File: config.mk
export PLATFORM = sky130hd
export DESIGN_NAME = integer_to_radix_digits_unit
export DESIGN_NICKNAME = d
export VERILOG_FILES = /design/src/hw/rtl/itrd_pkg.sv /design/src/hw/rtl/itrd_cell.sv /design/src/hw/rtl/integer_to_radix_digits_unit.sv
export SDC_FILE = /design/constraint.sdc
export NUM_CORES = 1
export LEC_CHECK = 0
export ABC_CLOCK_PERIOD_IN_PS = 10800
export BUFFER_PORTS_ARGS = -buffer_cell sky130_fd_sc_hd__buf_2
export CORE_MARGIN = 5
export CORE_UTILIZATION = 50
export CTS_BUF_LIST = sky130_fd_sc_hd__clkbuf_16
export DETAILED_ROUTE_END_ITERATION = 10
export GPL_TIMING_DRIVEN = 0
export HOLD_SLACK_MARGIN = 0.03
export PLACE_DENSITY = 0.66
export SLEW_MARGIN = 10
export SYNTH_ARGS = -nofsm -noshare
export SYNTH_HDL_FRONTEND = slang
export SYNTH_SLANG_ARGS = --single-unit
File: constraint.sdc
create_clock -name aclk -period 10.8 [get_ports aclk]
set_clock_uncertainty 0.15 [all_clocks]
set_input_delay 1.62 -clock aclk [delete_from_list [all_inputs] [get_ports aclk]]
set_output_delay 1.62 -clock aclk [all_outputs]
set_load 0.05 [all_outputs]
File: src/hw/rtl/itrd_pkg.sv
// itrd_pkg: widths, constants, control types and the digit-to-ASCII function
// for the integer to radix digits unit. No dependencies.
package itrd_pkg;

    localparam int VALUE_W      = 31;
    localparam int RADIX_W      = 6;
    localparam int DIGIT_W      = 6;
    localparam int CHAR_W       = 7;
    localparam int MAX_DIGITS_D = 32;

    localparam logic [RADIX_W-1:0] RADIX_RESET = 6'd10;
    localparam logic [RADIX_W-1:0] RADIX_MIN   = 6'd2;
    localparam logic [RADIX_W-1:0] RADIX_MAX   = 6'd36;

    localparam logic [CHAR_W-1:0]  ASCII_ZERO        = 7'd48;
    localparam logic [CHAR_W-1:0]  ASCII_LETTER_BIAS = 7'd55;
    localparam logic [DIGIT_W-1:0] DECIMAL_TOP       = 6'd9;

    typedef enum logic [1:0] {
        ST_IDLE,
        ST_FEED,
        ST_SKIP,
        ST_EMIT
    } state_t;

    typedef struct packed {
        logic clear;
        logic shift;
    } cell_ctrl_t;

    function automatic logic [RADIX_W-1:0] sat_radix(input logic [RADIX_W-1:0] r);
        logic [RADIX_W-1:0] res;
        res = r;
        if (r < RADIX_MIN) begin
            res = RADIX_MIN;
        end else if (r > RADIX_MAX) begin
            res = RADIX_MAX;
        end
        return res;
    endfunction

    function automatic logic [CHAR_W-1:0] digit_to_ascii(input logic [DIGIT_W-1:0] d);
        logic [CHAR_W-1:0] res;
        if (d > DECIMAL_TOP) begin
            res = {1'b0, d} + ASCII_LETTER_BIAS;
        end else begin
            res = {1'b0, d} + ASCII_ZERO;
        end
        return res;
    endfunction

endpackage

File: src/hw/rtl/itrd_cell.sv
// itrd_cell: one digit cell of the systolic conversion row; doubles its digit
// and adds the incoming bit modulo the radix, passing the carry on. Uses itrd_pkg.
module itrd_cell (
    input  logic                         aclk,
    input  logic                         aresetn,
    input  itrd_pkg::cell_ctrl_t         ctrl,
    input  logic [itrd_pkg::RADIX_W-1:0] radix,
    input  logic                         bit_in,
    input  logic                         vld_in,
    input  logic [itrd_pkg::DIGIT_W-1:0] shift_digit,
    output logic [itrd_pkg::DIGIT_W-1:0] digit,
    output logic                         bit_out,
    output logic                         vld_out
);
    import itrd_pkg::*;

    logic [DIGIT_W-1:0] digit_reg, digit_next;
    logic               bit_reg, bit_next;
    logic               vld_reg, vld_next;
    logic [DIGIT_W:0]   sum;
    logic [DIGIT_W:0]   diff;
    logic               ge;

    always_comb begin
        sum  = {digit_reg, bit_in};
        diff = sum - {1'b0, radix};
        ge   = (sum >= {1'b0, radix});

        digit_next = digit_reg;
        bit_next   = bit_reg;
        vld_next   = 1'b0;
        if (ctrl.clear) begin
            digit_next = '0;
        end else if (ctrl.shift) begin
            digit_next = shift_digit;
        end else if (vld_in) begin
            digit_next = ge ? diff[DIGIT_W-1:0] : sum[DIGIT_W-1:0];
            bit_next   = ge;
            vld_next   = 1'b1;
        end
    end

    always_ff @(posedge aclk) begin
        if (!aresetn) begin
            vld_reg <= 1'b0;
        end else begin
            vld_reg <= vld_next;
        end
    end

    always_ff @(posedge aclk) begin
        digit_reg <= digit_next;
        bit_reg   <= bit_next;
    end

    assign digit   = digit_reg;
    assign bit_out = bit_reg;
    assign vld_out = vld_reg;

endmodule

File: src/hw/rtl/integer_to_radix_digits_unit.sv
// Integer to radix digits unit: converts a 31-bit unsigned value into upper-case
// ASCII digits of the configured radix (2 to 36, saturated), most significant
// first, the last character flagged. The value is shifted MSB first, one bit per
// cycle, into a row of MAX_DIGITS systolic digit cells. An item is accepted, fed
// through the cell row, its leading zero digits are shifted out, then its digits
// are delivered, held while the receiver stalls. A new value is accepted only
// once the last digit of the previous one is issued. Uses itrd_pkg and itrd_cell.
module integer_to_radix_digits_unit #(
    parameter int MAX_DIGITS = itrd_pkg::MAX_DIGITS_D
) (
    input  logic                         aclk,
    input  logic                         aresetn,
    input  logic                         cfg_wr_en,
    input  logic [itrd_pkg::RADIX_W-1:0] cfg_wr_data,
    input  logic                         s_valid,
    output logic                         s_ready,
    input  logic [itrd_pkg::VALUE_W-1:0] s_value,
    output logic                         m_valid,
    input  logic                         m_ready,
    output logic [itrd_pkg::CHAR_W-1:0]  m_digit_char,
    output logic                         m_last_digit
);
    import itrd_pkg::*;

    localparam int CNT_W = $clog2(VALUE_W + MAX_DIGITS);
    localparam int REM_W = $clog2(MAX_DIGITS + 1);
    localparam logic [CNT_W-1:0] BITS_END  = CNT_W'(VALUE_W);
    localparam logic [CNT_W-1:0] FEED_LAST = CNT_W'(VALUE_W + MAX_DIGITS - 1);
    localparam logic [REM_W-1:0] REM_FULL  = REM_W'(MAX_DIGITS);
    localparam logic [REM_W-1:0] REM_ONE   = REM_W'(1);

    state_t             state_reg, state_next;
    logic [RADIX_W-1:0] radix_reg;
    logic [VALUE_W-1:0] value_reg, value_next;
    logic [CNT_W-1:0]   cnt_reg, cnt_next;
    logic [REM_W-1:0]   rem_reg, rem_next;
    logic               ovf_reg, ovf_next;
    logic               m_valid_reg, m_valid_next;
    logic [CHAR_W-1:0]  char_reg, char_next;
    logic               last_reg, last_next;

    cell_ctrl_t         ctrl;
    logic               feed_bit;
    logic               feed_vld;
    logic [DIGIT_W-1:0] digit_w [MAX_DIGITS];
    logic               bit_w   [MAX_DIGITS];
    logic               vld_w   [MAX_DIGITS];
    logic [DIGIT_W-1:0] top_digit;

    assign feed_bit  = value_reg[VALUE_W-1];
    assign top_digit = digit_w[MAX_DIGITS-1];

    // radix register, saturated at write
    always_ff @(posedge aclk) begin
        if (!aresetn) begin
            radix_reg <= RADIX_RESET;
        end else if (cfg_wr_en) begin
            radix_reg <= sat_radix(cfg_wr_data);
        end
    end

    genvar g;
    generate
        for (g = 0; g < MAX_DIGITS; g++) begin : g_cell
            logic               cell_bit;
            logic               cell_vld;
            logic [DIGIT_W-1:0] cell_shift;
            if (g == 0) begin : g_first
                assign cell_bit   = feed_bit;
                assign cell_vld   = feed_vld;
                assign cell_shift = '0;
            end else begin : g_rest
                assign cell_bit   = bit_w[g-1];
                assign cell_vld   = vld_w[g-1];
                assign cell_shift = digit_w[g-1];
            end
            itrd_cell u_cell (
                .aclk        (aclk),
                .aresetn     (aresetn),
                .ctrl        (ctrl),
                .radix       (radix_reg),
                .bit_in      (cell_bit),
                .vld_in      (cell_vld),
                .shift_digit (cell_shift),
                .digit       (digit_w[g]),
                .bit_out     (bit_w[g]),
                .vld_out     (vld_w[g])
            );
        end
    endgenerate

    always_comb begin
        state_next   = state_reg;
        value_next   = value_reg;
        cnt_next     = cnt_reg;
        rem_next     = rem_reg;
        ovf_next     = ovf_reg;
        m_valid_next = m_valid_reg;
        char_next    = char_reg;
        last_next    = last_reg;
        ctrl         = '0;
        feed_vld     = 1'b0;
        s_ready      = 1'b0;

        if (m_valid_reg && m_ready) begin
            m_valid_next = 1'b0;
        end

        case (state_reg)
            ST_IDLE: begin
                s_ready = 1'b1;
                if (s_valid) begin
                    ctrl.clear = 1'b1;
                    value_next = s_value;
                    cnt_next   = '0;
                    ovf_next   = 1'b0;
                    state_next = ST_FEED;
                end
            end
            ST_FEED: begin
                if (cnt_reg < BITS_END) begin
                    feed_vld   = 1'b1;
                    value_next = {value_reg[VALUE_W-2:0], 1'b0};
                end
                // carry dropped off the top cell means the digit row overflowed
                if (vld_w[MAX_DIGITS-1] && bit_w[MAX_DIGITS-1]) begin
                    ovf_next = 1'b1;
                end
                cnt_next = cnt_reg + 1'b1;
                if (cnt_reg == FEED_LAST) begin
                    rem_next   = REM_FULL;
                    state_next = ST_SKIP;
                end
            end
            ST_SKIP: begin
                if (!ovf_reg && rem_reg > REM_ONE && top_digit == '0) begin
                    ctrl.shift = 1'b1;
                    rem_next   = rem_reg - 1'b1;
                end else begin
                    state_next = ST_EMIT;
                end
            end
            ST_EMIT: begin
                if (!m_valid_reg || m_ready) begin
                    ctrl.shift   = 1'b1;
                    m_valid_next = 1'b1;
                    char_next    = digit_to_ascii(top_digit);
                    last_next    = (rem_reg == REM_ONE);
                    rem_next     = rem_reg - 1'b1;
                    if (rem_reg == REM_ONE) begin
                        state_next = ST_IDLE;
                    end
                end
            end
            default: begin
                state_next = ST_IDLE;
            end
        endcase
    end

    always_ff @(posedge aclk) begin
        if (!aresetn) begin
            state_reg   <= ST_IDLE;
            m_valid_reg <= 1'b0;
            cnt_reg     <= '0;
            rem_reg     <= '0;
            ovf_reg     <= 1'b0;
        end else begin
            state_reg   <= state_next;
            m_valid_reg <= m_valid_next;
            cnt_reg     <= cnt_next;
            rem_reg     <= rem_next;
            ovf_reg     <= ovf_next;
        end
    end

    always_ff @(posedge aclk) begin
        value_reg <= value_next;
        char_reg  <= char_next;
        last_reg  <= last_next;
    end

    assign m_valid      = m_valid_reg;
    assign m_digit_char = char_reg;
    assign m_last_digit = last_reg;

endmodule

* After elaboration in Yosys (flattened, before gate mapping) *
Index checks and enable logic that the tools add are counted.
W data, S select, Z words.

word-level totals
  register bits = 317
  latch bits = 0
  bits in writable memories = 0
  ROM bits = 0
  input port bits = 42
  logic and storage cells = 434
  memories = 0

operators by class
  add/subtract/negate cells = 36
  multiply operators = 0
  div/mod/pow operators = 0
  $lt $le $gt $ge = 37
  equality and inequality tests = 13
  shift operators = 0
  mux-type cells = 158
  bitwise gates (word level) = 3
  reduce and logical (&&, ||, !) cells = 82

operator list
  cell                   count
  $mux W6                100
  $ge A7 B6 Y1           32
  $sub A6 B6 Y6          32
  $reduce_and A3 Y1      34
  $reduce_bool A2 Y1     32
  $mux W31               2
  $pmux W31 S2           1
  $mux W1                44
  $pmux W6 S3            1
  $ne A2 B2 Y1 const B   8
  $add A6 B6 Y7 const B  2
  $pmux W6 S2            1
  $mux W2                5
  $pmux W2 S4            1
  $mux W7                1
  $add A6 B1 Y6 const B  1
  $eq A6 B1 Y1 const B   1
  $eq A6 B6 Y1 const B   1
  $gt A6 B1 Y1 const B   1
  $gt A6 B4 Y1 const B   1
  $gt A6 B6 Y1 const B   1
  $logic_not A6 Y1       1
  $lt A6 B2 Y1 const B   1
  $lt A6 B5 Y1 const B   1
  15 further kinds       24

* Depth between registers and ports, before layout *
  depth after elaboration = 7
  gate-level depth with buffers = 11
  gate-level depth less buffers = 9

* Modules after synthesis *
Synthesis repeated with hierarchy kept, for this count alone.

unflattened totals
  cells, all modules = 2,814
  area total of the unflattened synthesis = 24,317.1 um^2

by module, submodules not included
  module                             times used  cells an instance  area each (um^2)
  itrd_cell (g_cell[14].u_cell ...)  22          80                 659.4
  itrd_cell (g_cell[0].u_cell ...)   10          81                 685.7
  integer_to_radix_digits_unit       1           244                2,954.1

* Least setup slack after synthesis *
No wires, ideal clock.

  path type = reg-to-reg
  from = register radix_reg[1]
  to = register g_cell[31].u_cell.digit_reg[0]
  setup time = 95 ps
  data arrival time = 4,661 ps
  data required time = 10,555 ps
  setup slack = 5,893 ps
  cell stages (with the launch flop) = 9
  path buffers = 0
  clock period less this slack = 4,907 ps
  cells stage by stage = dfxtp_1 inv_1 ha_1 nor2b_1 o21ai_0 nand2b_1 a41oi_1 mux2_2 a221oi_1

on the way
  word-level cells in the longest chain between the ends = 4

ends and longest elaborated chain
  what                      RTL line                            text
  start: declaration        integer_to_radix_digits_unit.sv:33  logic [RADIX_W-1:0] radix_reg;
  start signal: assignment  integer_to_radix_digits_unit.sv:58  radix_reg <= sat_radix(cfg_wr_data);
  $ge A7 B6 Y1              itrd_cell.sv:27                     ge = (sum >= {1'b0, radix});
  $mux W6                   itrd_cell.sv:37                     digit_next = ge ? diff[DIGIT_W-1:0] : sum[DIGIT_W-1:0];
  $mux W6                   itrd_cell.sv:36                     end else if (vld_in) begin
  $mux W6                   itrd_cell.sv:34                     end else if (ctrl.shift) begin
  end signal: assignment    itrd_cell.sv:52                     digit_reg <= digit_next;
  end: declaration          itrd_cell.sv:17                     logic [DIGIT_W-1:0] digit_reg, digit_next;

No other way between the ends. The select of a mux whose other input is x is not followed.
A chain may end at the register's enable or synchronous reset.

* Worst setup path in the final report *
  from = input port m_ready
  to = register g_cell[21].u_cell.digit_reg[2]

on the way
  word-level cells in the longest chain between the ends = 4
  elaborated cells between the ends (all ways) = 5

ends and longest elaborated chain
  what                                           RTL line                             text
  start: declaration                             integer_to_radix_digits_unit.sv:19   input logic m_ready,
  $logic_or A1 B1 Y1 (*)                         integer_to_radix_digits_unit.sv:144  if (!m_valid_reg || m_ready) begin
  $mux W1 (*)                                    integer_to_radix_digits_unit.sv:144
  $pmux W1 S2 (*)                                integer_to_radix_digits_unit.sv:109  case (state_reg)
  $mux W6 or $reduce_bool A2 Y1 (tied branches)  -
  end signal: assignment                         itrd_cell.sv:52
  end: declaration                               itrd_cell.sv:17

Every way passes the cells marked *; elsewhere a longest branch is shown, timed or not.

==> impl_metrics.tcl <==
set metrics [dict create \
    drive_above_1_share_pct 8.30 \
    die_w_microns 231 \
    yosysTopAreaCellShare_pct 20.2 \
    p_int_uw 2730 \
    grt_pass1_wl_microns 127000 \
    port_buffers 50 \
    critPathArrivalTime_ns 5.04 \
    yosysTopAreaCell "dfxtp_1" \
    place_inst 3513 \
    ys_seq_area_share_pct 29.0 \
    grt_max_degree 34 \
    hold_viol 0 \
    cp_data_required_time_ns 11.13 \
    p_leak_uw 0.0118 \
    postLayoutCellArea_sq_um 26500 \
    synth_seq_cells 317 \
    p_comb_share_pct 46.0 \
    drtAntennaViolNets 0 \
    max-slew-margin-rel_pct 15.0 \
    layout_min_cycle_time_ns 4.70 \
    antenna_found_initial 1 \
    power.density_nw_per_um2 185 \
    fin_util_pct 55.3 \
    rsz0062_at_grt "no" \
    globalplace.congestion 0.954 \
    switching_share_pct 44.5 \
    synthTopCellsByArea "dfxtp_1 20%, ha_1 10%, edfxtp_1 8.8%" \
    first_pass_iters 5 \
    drc 0 \
    syn_area_sq_um 24300 \
    grt_overflow 0 \
    root_buffer "clkbuf_16" \
    max_freq_mhz 213 \
    htreeDepth 2 \
    dieArea_sq_um 53200 \
    clock_sinks 317 \
    ctsResizeCount 0 \
    syn_area_per_cell_sq_um 8.56 \
    cts_made_buffers 37 \
    clkPwrFrac_pct 23.2 \
    largest_reg_flops 192 \
    cts.path.max_buffers 3 \
    fin_tns_setup_ns 0 \
    synth_fp_nets 3121 \
    p_switching_uw 2180 \
    wl_microns 84300 \
    cts.clk_slew.worst_paths_ns 0.06 \
    post_drt_wl_per_cell_microns 23.5 \
    sequentialPowerShare_pct 30.8 \
    worstMarginPinSlew_ns 1.27 \
    fillers 4356 \
    min_path_type "register to register" \
    drt_iter0_markers 2449 \
    path_class "input port to register" \
    critPathCaptureType "register" \
    synthFlopType "dfxtp_1" \
    synth_cell_types 63 \
    via_count 22900 \
    tritoncts "built" \
    power_uw 4910 \
    start_kind "input port" \
    cts_setup_buffers 0 \
    grt_pass1_vias 22200 \
    slowest_stage "nor2_1" \
    fin_cells 3578 \
    nets 3215 \
    ios 52 \
    grt_util_all_layers_pct 30.3 \
    synth-async-reset-ratio_pct 0 \
    clock_latency_ns 0.55 \
    synth_edf_count 71 \
    start_util_pct 50.7 \
    netlist_instances 2843 \
    area_growth_pct 9.00 \
    diodes 0 \
    via_per_inst 6.40 \
    die_h_microns 231 \
    finalCritPeriodShare_pct 43.6 \
    vdd_drop_max_mv 0.163 \
    report.final.slew_viol_count 0 \
    core_sq_um 47900 \
    cpMostUsedCell "nor2b_1" \
    num_rows 80 \
    path_cells "buf_2 -> nor2b_1 -> nor2b_1 -> nor2_2 -> nor2_1 -> clkbuf_1 -> nand2_1 -> o21ai_1" \
    cts_hold_buffers 0 \
    critical_path.max_stage_delay_ns 1.04 \
    critical_path.max_fanout 10 \
    post-dp-hpwl_microns 57400 \
    setup_viol 0 \
    run_status "finished clean" \
    post_dp_cell_area_sq_um 25500 \
    ys_warn_count 0 \
    drv.max_cap_violation_count 0 \
]
[critical path, delay by kind of cell]
kind | cells | cell delay, ns
buffers and inverters | 2 | 0.97
AND/OR/NAND/NOR | 5 | 2.31
AO/OA/AOI/OAI | 1 | 0.12
[layout by cell type (no fill, tap or decap), drive strengths merged, types with 33 or more instances in the layout]
cell type	n
edfxtp	71
mux2	99
xor2	33
inv	207
a21oi	139
a21o	58
ha	204
xnor2	44
mux2i	136
a31oi	62
and3	53
nor2b	93
a211oi	42
o21ai	166
o31ai	47
a221oi	40
nor3b	43
nor2	148
clkbuf	140
dfxtp	246
o21a	117
buf	94
nand3	95
nand2	238
nand2b	73
[final timing paths]
kind	startpoint	to	slack [ns]	depth (start not counted)
setup / recovery	m_ready	g_cell[21].u_cell.digit[2]	6.10	8
hold / removal	ovf_reg	ovf_reg	0.30	2
setup reg to reg	state_reg[1]	g_cell[21].u_cell.digit[2]	6.56	7
hold reg to reg	ovf_reg	ovf_reg	0.30	2
[metrics by stage]
step,hold WS [ns],worst slack [ns]
detailed placement,0.290,5.58
global route,0.320,6.05
global placement,0.289,2.29
floorplan,0.276,5.89
finish,0.298,6.10
CTS,0.301,6.19
[power by group through the flow]
stage                     clock network (uW)  logic (uW)  registers (uW)
after floorplan                            0        1370            1500
after global placement                     0        2100            1540
after detailed placement                   0        2180            1530
after CTS                               1140        2190            1510
after global routing                    1190        2370            1530
final                                   1140        2260            1510
[cell usage after synthesis (53+ instances only)]
library cell / instances
mux2i_1: 136
a21oi_1: 139
nand3_1: 95
nand2_1: 229
a31oi_1: 62
ha_1: 204
o21a_1: 117
dfxtp_1: 246
mux2_2: 99
nor2b_1: 93
nand2b_1: 73
and3_1: 53
nor2_1: 146
o21ai_0: 115
a21o_1: 58
inv_1: 191
clkbuf_1: 101
edfxtp_1: 71
[layer usage]
metal | global-route usage, % | up-vias | share of wire, %
met5 | 0 | - | 0
met4 | 14.0 | 0 | 5.0
met3 | 5.07 | 258 | 8.9
met2 | 48.0 | 1062 | 44
met1 | 40.6 | 11000 | 42
li1 | - | 10600 | -
[cell families after synthesis]
| group | after synthesis | share of synthesized area (%) |
|---|---|---|
| and+or+nand+nor | 871 | 18.7 |
| buffers and inverters | 333 | 5.47 |
| DFF | 317 | 29.0 |
| adders and majority gates | 236 | 13.1 |
| xor gates and xnor gates | 77 | 2.77 |
| muxes | 235 | 10.2 |
| AOI/OAI and AO/OA | 774 | 20.8 |
[final cells by class]
class                           count  area, sq um  area share [%]
Tap cell                          615          769            2.90
Buffer                            142          614            2.32
Clock inverter                     28          111           0.420
Clock buffer                       37          926            3.49
Timing Repair Buffer               55          358            1.35
Sequential cell                   317         7060            26.6
Multi-Input combinational cell   2193        15900            60.2
Inverter                          191          722            2.72
Power figures use the tool's default switching activity.
